===== config.mk =====
export PLATFORM = sky130hd
export DESIGN_NAME = ptsd_mul
export DESIGN_NICKNAME = d
export VERILOG_FILES = /design/src/rtl/ptsd_mul.sv
export SDC_FILE = /design/constraint.sdc
export NUM_CORES = 1
export LEC_CHECK = 0
export ABC_CLOCK_PERIOD_IN_PS = 13900
export BUFFER_PORTS_ARGS = -buffer_cell sky130_fd_sc_hd__buf_2
export CORE_MARGIN = 4
export CORE_UTILIZATION = 40
export DETAILED_ROUTE_END_ITERATION = 12
export SETUP_SLACK_MARGIN = 0.2
export SLEW_MARGIN = 20
export SYNTH_ARGS = -nofsm -noshare
export SYNTH_HDL_FRONTEND = slang
export SYNTH_SLANG_ARGS = --single-unit

===== constraint.sdc =====
create_clock -name clk -period 13.9 [get_ports clk]
set_clock_uncertainty 0.2 [all_clocks]
set_input_delay 2.085 -clock clk [delete_from_list [all_inputs] [get_ports clk]]
set_output_delay 2.085 -clock clk [all_outputs]
set_load 0.05 [all_outputs]

===== src/rtl/ptsd_mul.sv =====
`timescale 1ns / 1ps

// Signed multiplier, two stages: four partial products, then the sum
module ptsd_mul #(
  parameter int WA = 17,
  parameter int WB = 17
) (
  input  logic                    clk,
  input  logic                    en,
  input  logic signed [WA-1:0]    a,
  input  logic signed [WB-1:0]    b,
  output logic signed [WA+WB-1:0] p
);

  localparam int WL = WB / 4;
  localparam int WH = WB - 3 * WL;
  localparam int WO = WA + WB;

  logic signed [WA+WL:0]   pq_r [3];
  logic signed [WA+WH-1:0] hi_r;
  logic signed [WO-1:0]    p_r;
  logic signed [WO-1:0]    pq_x [3];
  logic signed [WO-1:0]    hi_x;

  // low quarters are taken as unsigned, top part carries the sign
  always_ff @(posedge clk) begin
    if (en) begin
      for (int k = 0; k < 3; k++) begin
        pq_r[k] <= a * $signed({1'b0, b[k*WL +: WL]});
      end
      hi_r <= a * $signed(b[WB-1:3*WL]);
    end
  end

  always_comb begin
    for (int k = 0; k < 3; k++) begin
      pq_x[k] = WO'(pq_r[k]);
    end
  end

  assign hi_x = WO'(hi_r);

  always_ff @(posedge clk) begin
    if (en) begin
      p_r <= (hi_x <<< (3*WL)) + (pq_x[2] <<< (2*WL)) + (pq_x[1] <<< WL) + pq_x[0];
    end
  end

  assign p = p_r;

endmodule


; Yosys cells after proc, flatten, opt, wreduce, memory -nomap -nowiden
; Memory sizes are Yosys's and may differ from the RTL's.
; Cells that the tools add are included.
; Widths: inputs -> output; s select.
[totals]
out_inout_bits = 34
mem_count = 1
latchBits = 0
ram_bits = 66
word_cells = 12
reg_bits = 56
rom_bits = 0
input_bits = 36
[memory_table]
columns = name, depth, word_bits, rd, rd_clocked_by_memory_dff, write_ports, line
row1 = pq_r, 3, 22, 3, 0, 3, 19  ; logic signed [WA+WL:0] pq_r [3];
[classes]
bitwise_logic = 0
shifts = 0
n_mul = 4
mux = 2
n_addsub = 3
n_lt_le_gt_ge = 0
div = 0
n_reduce_logical = 0
eq_ne = 0
[ops]
columns = cell, count
row1 = $mul 17x5->22, 4
row2 = $add 34x22->34, 1
row3 = $add 34x26->34, 1
row4 = $add 34x30->34, 1
row5 = $mux 1, 2

; Longest topological paths before layout
; Gate-level depths: netlist of the first run.
[depth]
ltp_word = 3
mapped_depth = 17
ltp_nobuf = 16

; Worst setup path before layout of the first run
; Ideal clock, no wire load.
[synth_path]
path_type = input-to-reg
startpoint = input b[16]
endpoint = register hi_r[21], data pin
setup_time_ps = 259
t_arrival_ps = 5430
stages = 13
slack_ps = 8011
cell_sequence = clkinv_1 > buf_1 > fa_1 > fa_1 > fa_1 > fa_1 > nor2b_1 > o21bai_1 > a21oi_1 > o21ai_1 > a21o_1 > and3_1 > a211o_1
[synth_via]
elab_chain_cells = 1
[synth_lines]
columns = item, line
row1 = "start, declared", 11  ; input logic signed [WB-1:0] b,
row2 = $mul 17x5->22, 31  ; hi_r <= a * $signed(b[WB-1:3*WL]);
row3 = "end signal, assigned", 31
row4 = "end, declared", 20  ; logic signed [WA+WH-1:0] hi_r;
; No other way between the ends.
; A chain may end at the register's enable or synchronous reset.

; Worst setup path after layout of the first run
[layout_path]
startpoint = input b[16]
endpoint = register hi_r[18], data pin
; Same word-level chain as after synthesis.

==> impl_metrics.ini, run 1 <==
[outcome]
status = finished clean

[worst_setup_path]
arrival_ps = 6030
crit_top_cell = fa_1
crit_type = input port to register
reg2reg_slack_ps = 9640
endpoint_kind = register
r2r-start = pq_r[0][21]
worstSetupEndpoint = hi_r[18]
crit_fanout = 17
crit_family = adder cells
crit_path_cell_trace = buf_2 -> clkinv_1 -> fa_1 -> fa_1 -> fa_1 -> inv_1 -> ha_1 -> a21o_1 -> a21oi_1 -> o211a_1 -> o21ai_0 -> o41ai_1 -> xnor2_1
critPathLaunch = b[16]
critical_path_buf_inv_count = 3
crit_required_ps = 13870
start_kind = input port
r2r_end = p[32]
crit_slowest_cell = fa_1
slowest_delay_ps = 660
reg2regPathDepth = 9
path_depth = 13

[logic_synthesis]
synth_cells = 1799
netlist_area_um2 = 17100
synth_edf_count = 122
synth_seq_cells = 122
syn_nets = 2243
avgSynthCellArea_um2 = 9.52
synth.distinct_cells = 63
yosysWarningCount = 0
synthFlopType = edfxtp_1
ys_seq_area_share_pct = 21.4
async_flop_share_pct = 0

[final_layout]
syn_to_final_growth_pct = 8.34
drive_above_1_share_pct = 6.38
post-route-util_pct = 44.0
design_area_um2 = 18600
final_cells = 2391
final_common_cell = inv_1
final_cell_mix = 364 x inv_1, 219 x and2_1, 205 x fa_1
fillCellCount = 4026
fin_nets = 2281

[clock_tree]
clkTransAtPathRegs_ps = 70
htree_levels = 4
clk_latency_ps = 450
cts_buffers = 17
postCtsSetupRepairBufs = 0
ctsRootBufferMaster = clkbuf_16
hold_buffers = 0
cts.sinks = 122
ctsResizeCount = 0
cts.path.max_buffers = 2
cts_tree = yes

[placement]
place_congestion = 0.871
place_hpwl_um = 30400
place_area_um2 = 18000
port_buffers = 69
dp.cells = 2357

[die]
io_pins = 70
initial_core_util_pct = 40.6
rows = 75
die_area_um2 = 46200
dieHeight_um = 215
core_um2 = 42100
die_w_um = 215

[drt]
routedWlPerCell_um = 15.7
drc_errors = 0
drt-pass1-iter-count = 6
vias_per_cell = 4.99
postRouteWirelength_um = 37600
drtIter0Drc = 712
vias = 11900
ant_nets = 0

[flow_run]
cap_violations = 0

[timing]
fmax_mhz = 165
worst_pin_slew_ps = 1040
slew_violations = 0
min_period_over_period_pct = 43.5
fin_setup_tns_ps = 0
rsz0062_at_grt = false
setup_viol_count_final = 0
hold_violations = 0
slew_headroom_pct = 30.5
min_period_ps = 6050

[pwr]
power.leakage_uw = 0.00904
peakVddDrop_v = 0.000174
power.density_nw_per_um2 = 247

[global_route]
grt_pass1_vias = 12700
grt_first_pass_wirelength_um = 64300
antenna_found_initial = 3
grt_remaining_overflow = 0
grt_max_degree = 80
grt_usage_pct = 17.0

[worst_hold_path]
worstHoldPathType = register to register
==> final cells by class <==
type                            instances  area [µm²]  share of cell area [%]
Antenna cell                            2        5.00                  0.0270
Clock buffer                           17         425                    2.29
Clock inverter                         15         166                   0.897
Inverter                              365        1370                    7.38
Multi-Input combinational cell       1261       11900                    64.1
Sequential cell                       122        3660                    19.7
Tap cell                              539         674                    3.64
Timing Repair Buffer                   70         355                    1.92
==> through the flow <==
stage          total power (µW)  setup slack [ps]  hold WS, ps
6_report                   4580              7850          228
5_1_grt                    5060              7660          241
4_1_cts                    4590              7920          228
3_5_place_dp               4110              7460          212
3_3_place_gp               4060              7480          200
2_1_floorplan              3410              8010          200
==> cell families (layout without fill, tap and decap cells) <==
kind of cell / Yosys count / in the layout / synth area share [%]
mux: 3 / 3 / 0.175
other cells: 0 / 2 / 0
buf+inv: 416 / 467 / 9.16
xor+xnor: 105 / 105 / 5.37
fa+ha+maj: 408 / 408 / 38.8
simple gates: 478 / 478 / 14.9
compound gates: 267 / 267 / 10.3
flops: 122 / 122 / 21.4
==> worst reg2reg max path, delay by kind of cell, from the launching register on <==
kind	cells	cell delay, ps
AO/OA/AOI/OAI	3	840
flip-flops	1	980
AND/OR/NAND/NOR	3	620
adder cells (fa/ha/maj)	3	1440
==> synthesized netlist by cell type, drive strengths merged (3+ instances only) <==
library cell | count | area [µm²]
xnor2 | 78 | 683
nand3 | 15 | 75.1
nand2b | 5 | 31.3
nor3 | 20 | 105
mux2i | 3 | 30.0
o21a | 14 | 105
a21o | 38 | 285
o211ai | 9 | 72.6
ha | 203 | 2540
or3 | 4 | 25.0
nor2 | 72 | 273
a211oi | 12 | 110
edfxtp | 122 | 3660
o21bai | 16 | 120
and4 | 3 | 26.3
nand4 | 6 | 37.5
and3 | 10 | 62.6
nor4 | 5 | 31.3
o21ai | 43 | 215
fa | 205 | 4100
o31ai | 5 | 42.5
xor2 | 27 | 236
and2 | 219 | 1370
buf | 6 | 28.8
a2111oi | 6 | 65.1
nor2b | 11 | 68.8
a211o | 3 | 26.3
a21oi | 88 | 440
inv | 364 | 1370
nand2 | 100 | 375
a21boi | 4 | 30.0
a31oi | 9 | 56.3
clkbuf | 45 | 170
o311ai | 3 | 33.8
==> worst min path at each step <==
stage / startpoint / to / slack [ps] / depth (start not counted)
floorplan: pq_r[0][0] / p[0] / 200 / 0
global placement: pq_r[0][2] / p[2] / 200 / 0
detailed placement: pq_r[0][3] / p[3] / 210 / 0
CTS: pq_r[0][3] / p[3] / 230 / 0
global route: pq_r[0][1] / p[1] / 240 / 0
finish: pq_r[0][3] / p[3] / 230 / 0
==> state kept, by name, summed over array words and instances, names as in the netlist <==
signal  count
pq_r       66
p          34
hi_r       22
==> where the power goes <==
group	leakage (µW)	internal (µW)	switching (µW)	total [µW]
Combinational	0.00756	1350	1940	3300
Sequential	0.00119	744	81.1	825
Clock	0.000286	267	189	455
==> routing by layer <==
layer	track usage, %	vias to the layer above	routed length (µm)
met5	0	-	0
met1	24.6	5850	19000
met4	3.24	0	363
met2	27.8	168	16900
li1	-	5886	-
met3	2.22	21	1300
Power figures use the tool's default switching activity.
==> inputs of run 2 (changes only) <==
ABC_CLOCK_PERIOD_IN_PS = 5100   (was 13900)
clock period = 5.1 ns   (was 13.9 ns; I/O delays follow)
==> impl_metrics.ini, run 2 (same netlist as run 1, synthesis figures left out) <==
[outcome]
status = finished clean

[global_route]
grt_pass1_vias = 12300
antenna_found_initial = 4
grt_usage_pct = 16.9
grt_max_degree = 72
grt_first_pass_wirelength_um = 62800
grt_remaining_overflow = 0

[pwr]
power.share.sequential_pct = 17.9
intPower_uw = 6510
clkPwrFrac_pct = 10.0
power.density_nw_per_um2 = 666
power.leakage_uw = 0.00914
peakVddDrop_v = 0.000459
p_switching_uw = 5960
swShare_pct = 47.8
power_uw = 12500
combPwrFrac_pct = 72.1

[clock_tree]
clk_latency_ps = 440
cts.path.max_buffers = 2
hold_buffers = 0
htree_levels = 4
ctsRootBufferMaster = clkbuf_16
cts.sinks = 122
ctsResizeCount = 0
clkTransAtPathRegs_ps = 80
postCtsSetupRepairBufs = 0
cts_buffers = 17
cts_tree = yes

[timing]
worst_pin_slew_ps = 873
slew_headroom_pct = 40.3
rsz0062_at_grt = false
finalWorstSetupSlack_ps = 520
fmax_mhz = 218
slew_violations = 0
fin_setup_tns_ps = 0
hold_violations = 0
min_period_over_period_pct = 89.8
whs_ps = 214
min_period_ps = 4580
setup_viol_count_final = 0

[flow_run]
cap_violations = 0

[drt]
vias_per_cell = 4.95
postRouteWirelength_um = 38200
drtIter0Drc = 563
vias = 11900
drc_errors = 0
routedWlPerCell_um = 15.8
ant_nets = 0
drt-pass1-iter-count = 5

[die]
rows = 75
core_um2 = 42100
die_w_um = 215
initial_core_util_pct = 40.6
die_area_um2 = 46200
io_pins = 70
dieHeight_um = 215

[final_layout]
final_common_cell = inv_1
final_cell_mix = 364 x inv_1, 219 x and2_1, 205 x fa_1
largest_reg_flops = 66
fin_nets = 2303
fillCellCount = 4045
top_register = pq_r
antenna_cells = 0
multi_input_area_um2 = 11900
syn_to_final_growth_pct = 9.40
drive_above_1_share_pct = 7.32
post-route-util_pct = 44.5
regArea_um2 = 3660

[worst_setup_path]
reg2reg_slack_ps = 880
crit_required_ps = 5070
crit_fanout = 8
arrival_ps = 4550
crit_type = input port to register
endpoint_kind = register
start_kind = input port

[placement]
place_hpwl_um = 31300
place_congestion = 0.864
dp_worst_setup_slack_ps = 143
port_buffers = 69

[worst_hold_path]
worstHoldPathType = register to register
[run 2: changes by cell type in the layout (fill, tap and decap cells not counted), sizes merged]
cell	delta
buf	+22
bufinv	+1
clkinv	-1
clkinvlp	+2
diode	-2
inv	-2
[run 2: through the flow]
stage	cell area (µm²)	cells
2_1_floorplan	17100	1799
3_3_place_gp	18100	2379
3_5_place_dp	18100	2379
4_1_cts	18700	2411
5_1_grt	18700	2411
6_report	18700	2411
[run 2: worst max-delay path, cell delays in order]
cell and delay (ps):
buf_2 190, and2_1 190, ha_1 320, fa_1 490, inv_1 50, fa_1 480
inv_1 40, ha_1 400, nand4_1 190, nor4_1 410, buf_4 180, o31ai_1 70
a21boi_0 270, o21a_1 150, nor2_1 40, xnor2_1 140, buf_4 160
[run 2: layout make-up]
| type | instances | share of cell area, % |
|---|---|---|
| clock buffers | 17 | 2.27 |
| clock inverters | 15 | 0.935 |
| inverters | 365 | 7.31 |
| multi-input cells | 1261 | 63.5 |
| flip-flops and latches | 122 | 19.6 |
| well taps | 539 | 3.60 |
| repair buffers | 92 | 2.85 |
[run 2: final timing paths]
kind | from | end | depth (start not counted)
hold reg to reg | pq_r[0][2] | p[2] | 0
setup / recovery | a[6] | pq_r[0][15] | 17
hold / removal | pq_r[0][2] | p[2] | 0
setup reg to reg | pq_r[0][18] | p[33] | 12
[run 2: power by group through the flow]
stage                     clock (µW)  sequential [µW]  combinational [µW]
after floorplan                    0             2650                6630
after global placement             0             2260                8870
after detailed placement           0             2270                8980
after CTS                       1280             2250                9050
after global routing            1320             2290               10200
final                           1250             2230                8990
[run 2: metal layers]
metal  global-route usage [%]  vias up  part of all wire, %
met3                     2.84       31                  4.1
met5                        0        -                    0
li1                         -     5913                    -
met1                     23.7     5788                   49
met4                     3.78        0                  1.4
met2                     27.6      210                   46
