**config.mk**
```make
export PLATFORM = sky130hd
export DESIGN_NAME = ptsd_pipe
export DESIGN_NICKNAME = d
export VERILOG_FILES = /design/src/rtl/ptsd_pipe.sv
export SDC_FILE = /design/constraint.sdc
export NUM_CORES = 1
export LEC_CHECK = 0
export ABC_AREA = 1
export BUFFER_PORTS_ARGS = -buffer_cell sky130_fd_sc_hd__buf_2
export CORE_AREA = 5 5 42 44
export CTS_CLUSTER_SIZE = 30
export DETAILED_ROUTE_END_ITERATION = 8
export DIE_AREA = 0 0 47 49
export PLACE_DENSITY = 0.68
export SYNTH_ARGS = -nofsm -noshare
export SYNTH_HDL_FRONTEND = slang
export SYNTH_SLANG_ARGS = --single-unit
export TNS_END_PERCENT = 100
```
**constraint.sdc**
```tcl
create_clock -name clk -period 0.8 [get_ports clk]
set_input_delay 0.04 -clock clk [delete_from_list [all_inputs] [get_ports clk]]
set_output_delay 0.04 -clock clk [all_outputs]
set_load 0.1 [all_outputs]
```
**src/rtl/ptsd_pipe.sv**
```systemverilog
`timescale 1ns / 1ps

// Plain delay line for payload that waits beside a multiplier
module ptsd_pipe #(
  parameter int W     = 8,
  parameter int DEPTH = 2
) (
  input  logic         clk,
  input  logic         en,
  input  logic [W-1:0] din,
  output logic [W-1:0] dout
);

  logic [W-1:0] tap_r [DEPTH];

  always_ff @(posedge clk) begin
    if (en) begin
      tap_r[0] <= din;
      for (int k = 1; k < DEPTH; k++) begin
        tap_r[k] <= tap_r[k-1];
      end
    end
  end

  assign dout = tap_r[DEPTH-1];

endmodule

```
* Word-level counts from Yosys, hierarchy flattened
Memory sizes are Yosys's and may differ from the RTL's.
Index checks and enable logic that the tools add are counted.
** Operators by class
- Mux-type cells :: 2
** Operators with widths (count)
- $mux 1 :: 2
** Storage, ports and cells
- Flip-flop bits (word level) :: 0
- Bits in writable memories :: 16
- Bits of input ports :: 10
- Output and inout port bits :: 8
- Logic and storage cells :: 3
- Memories kept :: 1
** Memories
- tap_r :: depth 2, width 8, read ports 2, clocked after memory_dff 0, write ports 2, RTL line 14 : logic [W-1:0] tap_r [DEPTH];

* Depth between registers and ports, before layout
Gate-level depths: netlist (run 1).
- Depth after elaboration :: 2
- Mapped depth :: 1
- Mapped depth without buffers :: 0

* Least setup slack after synthesis (run 1)
OpenSTA, ideal clock, no wires.
- Kind :: register -> output
- Start point :: memory tap_r[1][0], in the netlist tap_r[0][8]
- End point :: output port dout[0]
- Arrival :: 0.575 ns
- Data required time :: 0.760 ns
- Setup slack :: 0.185 ns
- Cell stages (with the launch flop) :: 2
- Path buffers :: 1
- Cells stage by stage :: edfxtp_1 -> buf_4
** RTL lines
- start, declared :: RTL line 14
- end, declared :: RTL line 11 : output logic [W-1:0] dout

==> metrics, run 1 <==
Pwr Density=2190 nW/um2; Hold WC Path Type=in2reg; met2 WL=327 um; Reg power frac=57.8%; max cap viols=0; crit-path max cell delay=420 ps; Layout fillers=112; multi-input logic area=0 um2; LEAKAGE=0.314 nW; DR WL/cell=10.4 um; I/O Pins=18; CTS buffer count=3; Setup CP Type=reg2out; IO buf count=17; CP top delay family=flip-flops; fraction of layout cells with a size suffix above 1=45.5%; status=complete, but fails checks; Seq. cell area=480 um2; largest net degree at the start of global routing=17; Yosys cell types=2; number of flip-flops in the largest register=16; final setup margin=-122 ps; final period utilization=115%; first-pass GRT wire length=979 um; GRT Total Usage=6.71%; starting density of the core=38.6%; Die Footprint=2300 um2; maximum vdd drop=1.18 mV; Crit. End Element=output port; Final Wtd Congestion=0.554; P&R area growth vs syn=49.5%; Post-route DRC=0; slew margin rel.=78.4%; nets@finish=56; multi-input gates=0; final WL=622 um; Die W=47 um; CTS Sinks=16; final max-slew violation count=0; Clock power frac=21.4%; Clock Skew=4.42 ps; Cell Chain, Critical Path=buf_12; crit path DAT=880 ps; Cell Area, Synth=541 um2; failing checks=negative setup slack; Regs by FF count=tap_r: 16 flops; critical path peak fanout=1; crit path launch type=flip-flop; mean post-synth cell area=22.5 um2; Psw=460 uW; CTS tree=built; Syn Nets=34; count of antenna diodes in the layout=0; Post-Route Utilization=57.7%; Fmax achieved=1.09 GHz; antenna viol nets, final=0; largest reg by FF count=tap_r; Synth Instances=24; cell internal pwr=1.31 mW; Skew-Pair Late Insertion Delay=270 ps; WL met3=62 um; RSZ-0062 raised after global routing=yes; Post-Layout Cell Count=60; number of global-route vias before repair=244; Pre-antenna DRT Iters=1; maximum clock insertion buffer count=2; DR vias/cell=3.87; register area share after synthesis=88.9%; DR vias=232; Yosys warning count=0; grt total ovfl=0; die height=49 um; Gate power share=20.7%; final setup fails=8; Slew @ Worst Pin=323 ps; Final Hold Fails=0; WL met1=225 um; switching share of power=26.0%; Critical Path RT=760 ps; initial antenna violation count=0; # rows=14; root buf cell=clkbuf_4; Yosys reg bits=16; initial DRC count=0; Top Layer Used=met4; Clock Pin Slew Worst Setup and Hold Paths=80 ps; placed insts=49; post-route minimum period=922 ps; htree depth=1; WP buf/inv=1; critical path's slowest cell=edfxtp_1; total core area=1400 um2
## layer usage
| metal | global-route usage, % | vias up |
|---|---|---|
| met5 | 0 | - |
| met4 | 8.29 | 0 |
| met3 | 3.32 | 2 |
| li1 | - | 121 |
| met2 | 9.05 | 11 |
| met1 | 6.19 | 98 |
## per-stage QoR
stage          setup TNS (ps)  area, um2  power, mW  setup slack, ps  hold WS [ps]
3_3_place_gp                0        706       1.38              139           217
4_1_cts                 -1040        808       1.79             -145           180
6_report                 -920        808       1.77             -122           180
3_5_place_dp                0        706       1.38              117           218
5_1_grt                 -1230        808       1.84             -167           177
2_1_floorplan               0        541       1.26              185           139
## power by group through the flow
| stage | clock (mW) | combinational, mW | sequential, mW |
|---|---|---|---|
| finish | 0.379 | 0.366 | 1.02 |
| global route | 0.438 | 0.375 | 1.03 |
| CTS | 0.396 | 0.369 | 1.02 |
| detailed placement | 0 | 0.339 | 1.04 |
| global placement | 0 | 0.338 | 1.04 |
| floorplan | 0 | 0.235 | 1.02 |
## cell usage after synthesis, drive strengths merged
master | count | area share (%)
edfxtp | 16 | 89
buf | 8 | 11
## logic make-up after synthesis
kind of cell	after synthesis	share of synthesized area, %
buffers and inverters	8	11.1
DFF	16	88.9
## area by class of cell
| cell class | instances | share of cell area, % |
|---|---|---|
| repair buffers | 25 | 35.3 |
| flip-flops and latches | 16 | 59.4 |
| well taps | 16 | 2.48 |
| clock buffers | 3 | 2.79 |
## cell usage in the layout (no fill, tap or decap)
master         Yosys  layout
buf_2              0       9
clkbuf_4           0       3
dlygate4sd3_1      0       8
buf_12             0       8
edfxtp_1          16      16
## path summary, 6_finish.rpt
kind / cells after the start / from / end / slack [ps]
worst min register to register: 0 / tap_r[0][5] / tap_r[0][13] / 420
worst max-delay path: 1 / tap_r[0][8] / dout[0] / -120
worst max register to register: 0 / tap_r[0][0] / tap_r[0][8] / 180
worst min-delay path: 1 / en / tap_r[0][15] / 180
## repair_timing
item,in CTS,in global routing
endpoints found under the setup margin,8,8
endpoints found under the hold margin,8,0
hold buffers,8,0
gates resized for setup,0,0
cloned,0,0
setup buffers,0,0
(Power assumes the default switching activity.)
==> inputs of run 2 (changes only) <==
CORE_AREA = 2 2 39 41   (was 5 5 42 44)
DIE_AREA = 0 0 41 43   (was 0 0 47 49)
PLACE_DENSITY = 0.63   (was 0.68)
clock period = 1 ns   (was 0.8 ns; I/O delays follow)
==> metrics, run 2 (synthesis gave the netlist of run 1 again) <==
starting density of the core=39.1% (+0.49 points); P&R area growth vs syn=50.2%; I/O Pins=18 (unchanged); multi-input gates=0 (unchanged); Placement Cell Area=706 um2 (unchanged); Worst Hold Path EP=tap_r[0][1]; initial DRC count=3 (+3); count of antenna diodes in the layout=0 (unchanged); number of global-route vias before repair=227 (-7.0%); reg2reg end=tap_r[0][12]; placed insts=49 (unchanged); fraction of layout cells with a size suffix above 1=44.4% (-1.0 points); number of flip-flops in the largest register=16 (unchanged); Post-route DRC=0 (unchanged); Post-Layout Cell Count=61 (+1.7%); multi-input logic area=0 um2 (unchanged); Crit. End Element=output port; most frequent cells in the layout=edfxtp_1, buf_2, dlygate4sd3_1, buf_12, clkbuf_4; final setup fails=0 (-8); Setup CP Type=reg2out; total core area=1380 um2 (-1.2%); Clock Skew=4.58 ps (+0.154 ps); Skew-Pair Late Insertion Delay=280 ps (about the same); grt total ovfl=0 (unchanged); DR vias=245 (+5.6%); Fmax achieved=1.05 GHz; crit path launch type=flip-flop; htree depth=1 (unchanged); final WL=558 um (-10%); DR vias/cell=4.02 (+3.9%); GRT Total Usage=8.66% (+1.9 points); status=finished clean; initial antenna violation count=0 (unchanged); Worst Hold Launch=en; CTS tree=built; critical path's slowest cell=edfxtp_1; largest net degree at the start of global routing=17 (unchanged); maximum clock insertion buffer count=2 (unchanged); final period utilization=95.1%; crit path DAT=900 ps (+20 ps); CTS Sinks=16 (unchanged); Regs by FF count=tap_r: 16 flops; Die W=41 um (-13%); IO buf count=17 (unchanged); final setup margin=49.2 ps (+171 ps); first-pass GRT wire length=876 um (-11%); CTS buffer count=3 (unchanged); Hold WC Path Type=in2reg; root buf cell=clkbuf_4; crit-path max cell delay=430 ps (about the same); Final Wtd Congestion=0.569 (+2.7%); Layout fillers=110 (-1.8%); Die Footprint=1760 um2 (-23%); WP buf/inv=1 (unchanged); power consumption=1.44 mW (-19%); Pwr Density=1770 nW/um2 (-19%); cell area after layout=812 um2 (+0.46%); TNS Setup=0 ps (+920 ps); maximum vdd drop=0.950 mV (-19%); # rows=14 (unchanged); antenna viol nets, final=0 (unchanged); worst-case reg-to-reg path depth=0 (unchanged); Setup Fix Bufs, Post-CTS=0 (unchanged); worst r2r src=tap_r[0][4]; Critical Path RT=950 ps (+190 ps); Clock Pin Slew Worst Setup and Hold Paths=80 ps (about the same); critical path peak fanout=1 (unchanged); post-route minimum period=951 ps; R2R Setup Slk=370 ps (+190 ps); largest reg by FF count=tap_r; DR WL/cell=9.15 um (-12%); nets@finish=56 (unchanged); Seq. cell area=480 um2 (unchanged); final max-slew violation count=0 (unchanged); Slew @ Worst Pin=326 ps (+2.34 ps); Pre-antenna DRT Iters=2 (+1); LEAKAGE=0.316 nW (+0.50%); die height=43 um (-12%); max cap viols=0 (unchanged); CP top delay family=flip-flops; pre-CTS setup slack=305 ps (+188 ps); hold path depth=1 (unchanged); most common cell after layout, fill and taps aside=edfxtp_1; RSZ-0062 raised after global routing=no; Final Hold Fails=0 (unchanged); Cell Chain, Critical Path=buf_12; slew margin rel.=78.3% (-0.16 points)
==> run 2: where the power goes <==
| part | switching, mW | internal, mW | total (mW) | leakage [nW] |
|---|---|---|---|---|
| Sequential | 0.0220 | 0.796 | 0.818 | 0.157 |
| Clock | 0.184 | 0.145 | 0.329 | 0.0154 |
| Combinational | 0.181 | 0.111 | 0.293 | 0.144 |
==> run 2: repair_timing <==
| item | in CTS | in global routing |
|---|---|---|
| hold buffers | 8 | 0 |
| hold endpoints to repair | 8 | 0 |
| resized for setup | 0 | 0 |
==> run 2: how the worst max path moves through the flow <==
stage	end	depth (start not counted)	startpoint
final	dout[4]	1	tap_r[0][12]
after global routing	dout[7]	1	tap_r[0][15]
after CTS	dout[4]	1	tap_r[0][12]
after detailed placement	tap_r[0][12]	1	en
after global placement	tap_r[0][9]	1	en
after floorplan	dout[0]	1	tap_r[0][8]
==> run 2: per-layer routing <==
metal	GRT usage [%]	share of wire, %	up-vias
li1	-	-	122
met1	8.42	35	107
met2	11.3	51	13
met3	3.14	8.4	3
met4	12.0	5.6	0
met5	0	0	-
==> run 2: final cells by class <==
| cell class | count | share of cell area, % |
|---|---|---|
| Sequential cell | 16 | 59.2 |
| Timing Repair Buffer | 25 | 35.1 |
| Clock buffer | 3 | 2.77 |
| Tap cell | 16 | 2.47 |
| Clock inverter | 1 | 0.462 |
==> run 2: per-stage QoR <==
stage,util (%),hold slack [ps]
6_report,58.7,178
5_1_grt,58.7,187
4_1_cts,58.7,178
3_5_place_dp,51.0,228
3_3_place_gp,51.0,226
2_1_floorplan,-,149
==> inputs of run 3 (changes only) <==
PLACE_DENSITY = default   (was 0.63)
PLACE_DENSITY_LB_ADDON = 0.2   (was default)
==> metrics, run 3 (synthesis gave the netlist of run 1 again) <==
root buf cell=clkbuf_4; initial DRC count=9 (+6); CP top delay family=flip-flops; htree depth=1 (unchanged); post-route minimum period=935 ps (-16.0 ps); Skew-Pair Late Insertion Delay=270 ps (about the same); DR WL/cell=9.25 um (+1.1%); Post-Layout Cell Count=61 (unchanged); worst r2r src=tap_r[0][6]; first-pass GRT wire length=979 um (+12%); DR vias/cell=4.13 (+2.9%); multi-input logic area=0 um2 (unchanged); Worst Hold Launch=en; most frequent cells in the layout=edfxtp_1, buf_2, dlygate4sd3_1, buf_12, clkbuf_4; Final Wtd Congestion=0.518 (-9.0%); Reg power frac=57.1% (+0.3 points); RSZ-0062 raised after global routing=no; Pwr Density=1760 nW/um2 (-0.49%); Placement Cell Area=706 um2 (unchanged); crit-path max cell delay=420 ps (about the same); power consumption=1.43 mW (-0.49%); cell area after layout=812 um2 (unchanged); Setup Fix Bufs, Post-CTS=0 (unchanged); Critical Path Start=tap_r[0][14]; crit path launch type=flip-flop; max cap viols=0 (unchanged); fraction of layout cells with a size suffix above 1=44.4% (unchanged); number of global-route vias before repair=239 (+5.3%); Regs by FF count=tap_r: 16 flops; Post-Route Utilization=58.7% (unchanged); Final Hold Fails=0 (unchanged); cell internal pwr=1.05 mW (about the same); status=finished clean; Hold WC Path Type=in2reg; number of flip-flops in the largest register=16 (unchanged); switching share of power=26.6% (-0.31 points); placed insts=49 (unchanged); Slew @ Worst Pin=332 ps (+6.28 ps); grt total ovfl=0 (unchanged); maximum vdd drop=1.00 mV (+5.6%); count of antenna diodes in the layout=0 (unchanged); DR vias=252 (+2.9%); CTS buffer count=3 (unchanged); initial antenna violation count=0 (unchanged); Worst Hold Path EP=tap_r[0][6]; Pre-antenna DRT Iters=2 (unchanged); most common cell after layout, fill and taps aside=edfxtp_1; antenna viol nets, final=0 (unchanged); I/O Pins=18 (unchanged); Setup CP Type=reg2out; R2R Setup Slk=390 ps (+20 ps); final WL=564 um (+1.1%); LEAKAGE=0.316 nW (unchanged); CTS tree=built; # resized after CTS=0 (unchanged); Clock Skew=2.72 ps (-1.86 ps); Die Footprint=1760 um2 (unchanged); Die W=41 um (unchanged); # rows=14 (unchanged); IO buf count=17 (unchanged); hold path depth=1 (unchanged); reg2reg end=tap_r[0][14]; Critical Path RT=950 ps (about the same); total core area=1380 um2 (unchanged); die height=43 um (unchanged); Clock Pin Slew Worst Setup and Hold Paths=80 ps (about the same); WP buf/inv=1 (unchanged); slew margin rel.=77.9% (-0.42 points); Fmax achieved=1.07 GHz (+1.7%); multi-input gates=0 (unchanged); Post-route DRC=0 (unchanged); final period utilization=93.5% (-1.6 points); largest reg by FF count=tap_r; critical path peak fanout=1 (unchanged); Psw=381 uW (-1.6%); nets@finish=56 (unchanged); CTS Sinks=16 (unchanged); maximum clock insertion buffer count=2 (unchanged); Gate power share=20.5% (+0.2 points); Clock power frac=22.4% (-0.5 points); final setup fails=0 (unchanged); TNS Setup=0 ps (unchanged); worst-case reg-to-reg path depth=0 (unchanged); GRT Total Usage=8.53% (-0.13 points); largest net degree at the start of global routing=17 (unchanged); crit path DAT=880 ps (-20 ps); critical path's slowest cell=edfxtp_1; starting density of the core=39.1% (unchanged); Crit. End Element=output port; final max-slew violation count=0 (unchanged); Cell Chain, Critical Path=buf_12; P&R area growth vs syn=50.2% (unchanged)
run 3: power by group through the flow:
stage / Clock [mW] / Sequential, mW / Combinational, mW
finish: 0.321 / 0.817 / 0.294
global route: 0.365 / 0.823 / 0.304
CTS: 0.329 / 0.818 / 0.294
detailed placement: 0 / 0.834 / 0.271
global placement: 0 / 0.831 / 0.268
floorplan: 0 / 0.818 / 0.188
run 3: cell type report:
class,count,area (um2)
fill,103,572
sequential,16,480
timing repair buffer,25,285
clock buffer,3,22.5
tap,16,20.0
clock inverter,1,3.75
run 3: routing by layer:
layer	GRT usage, %	vias up	share of wire [%]
met5	0	-	0
met4	6.00	0	0
met3	1.57	0	13
met2	11.9	18	49
met1	11.6	113	38
li1	-	121	-
run 3: how the worst max path moves through the flow:
stage,slack (ps),endpoint,cells past startpoint
global route,20,dout[3],1
detailed placement,310,tap_r[0][9],1
floorplan,380,dout[0],1
finish,70,dout[6],1
CTS,50,dout[6],1
global placement,340,tap_r[0][13],1
run 3: stage by stage:
stage	setup slack (ps)	hold WS, ps
global route	21.0	200
CTS	50.6	183
global placement	345	227
detailed placement	312	229
floorplan	375	149
finish	65.2	192
run 3: timing repair:
action	4_1_cts	5_1_grt
hold endpoints to repair	8	0
hold buffers	8	0
setup endpoints to repair	0	0
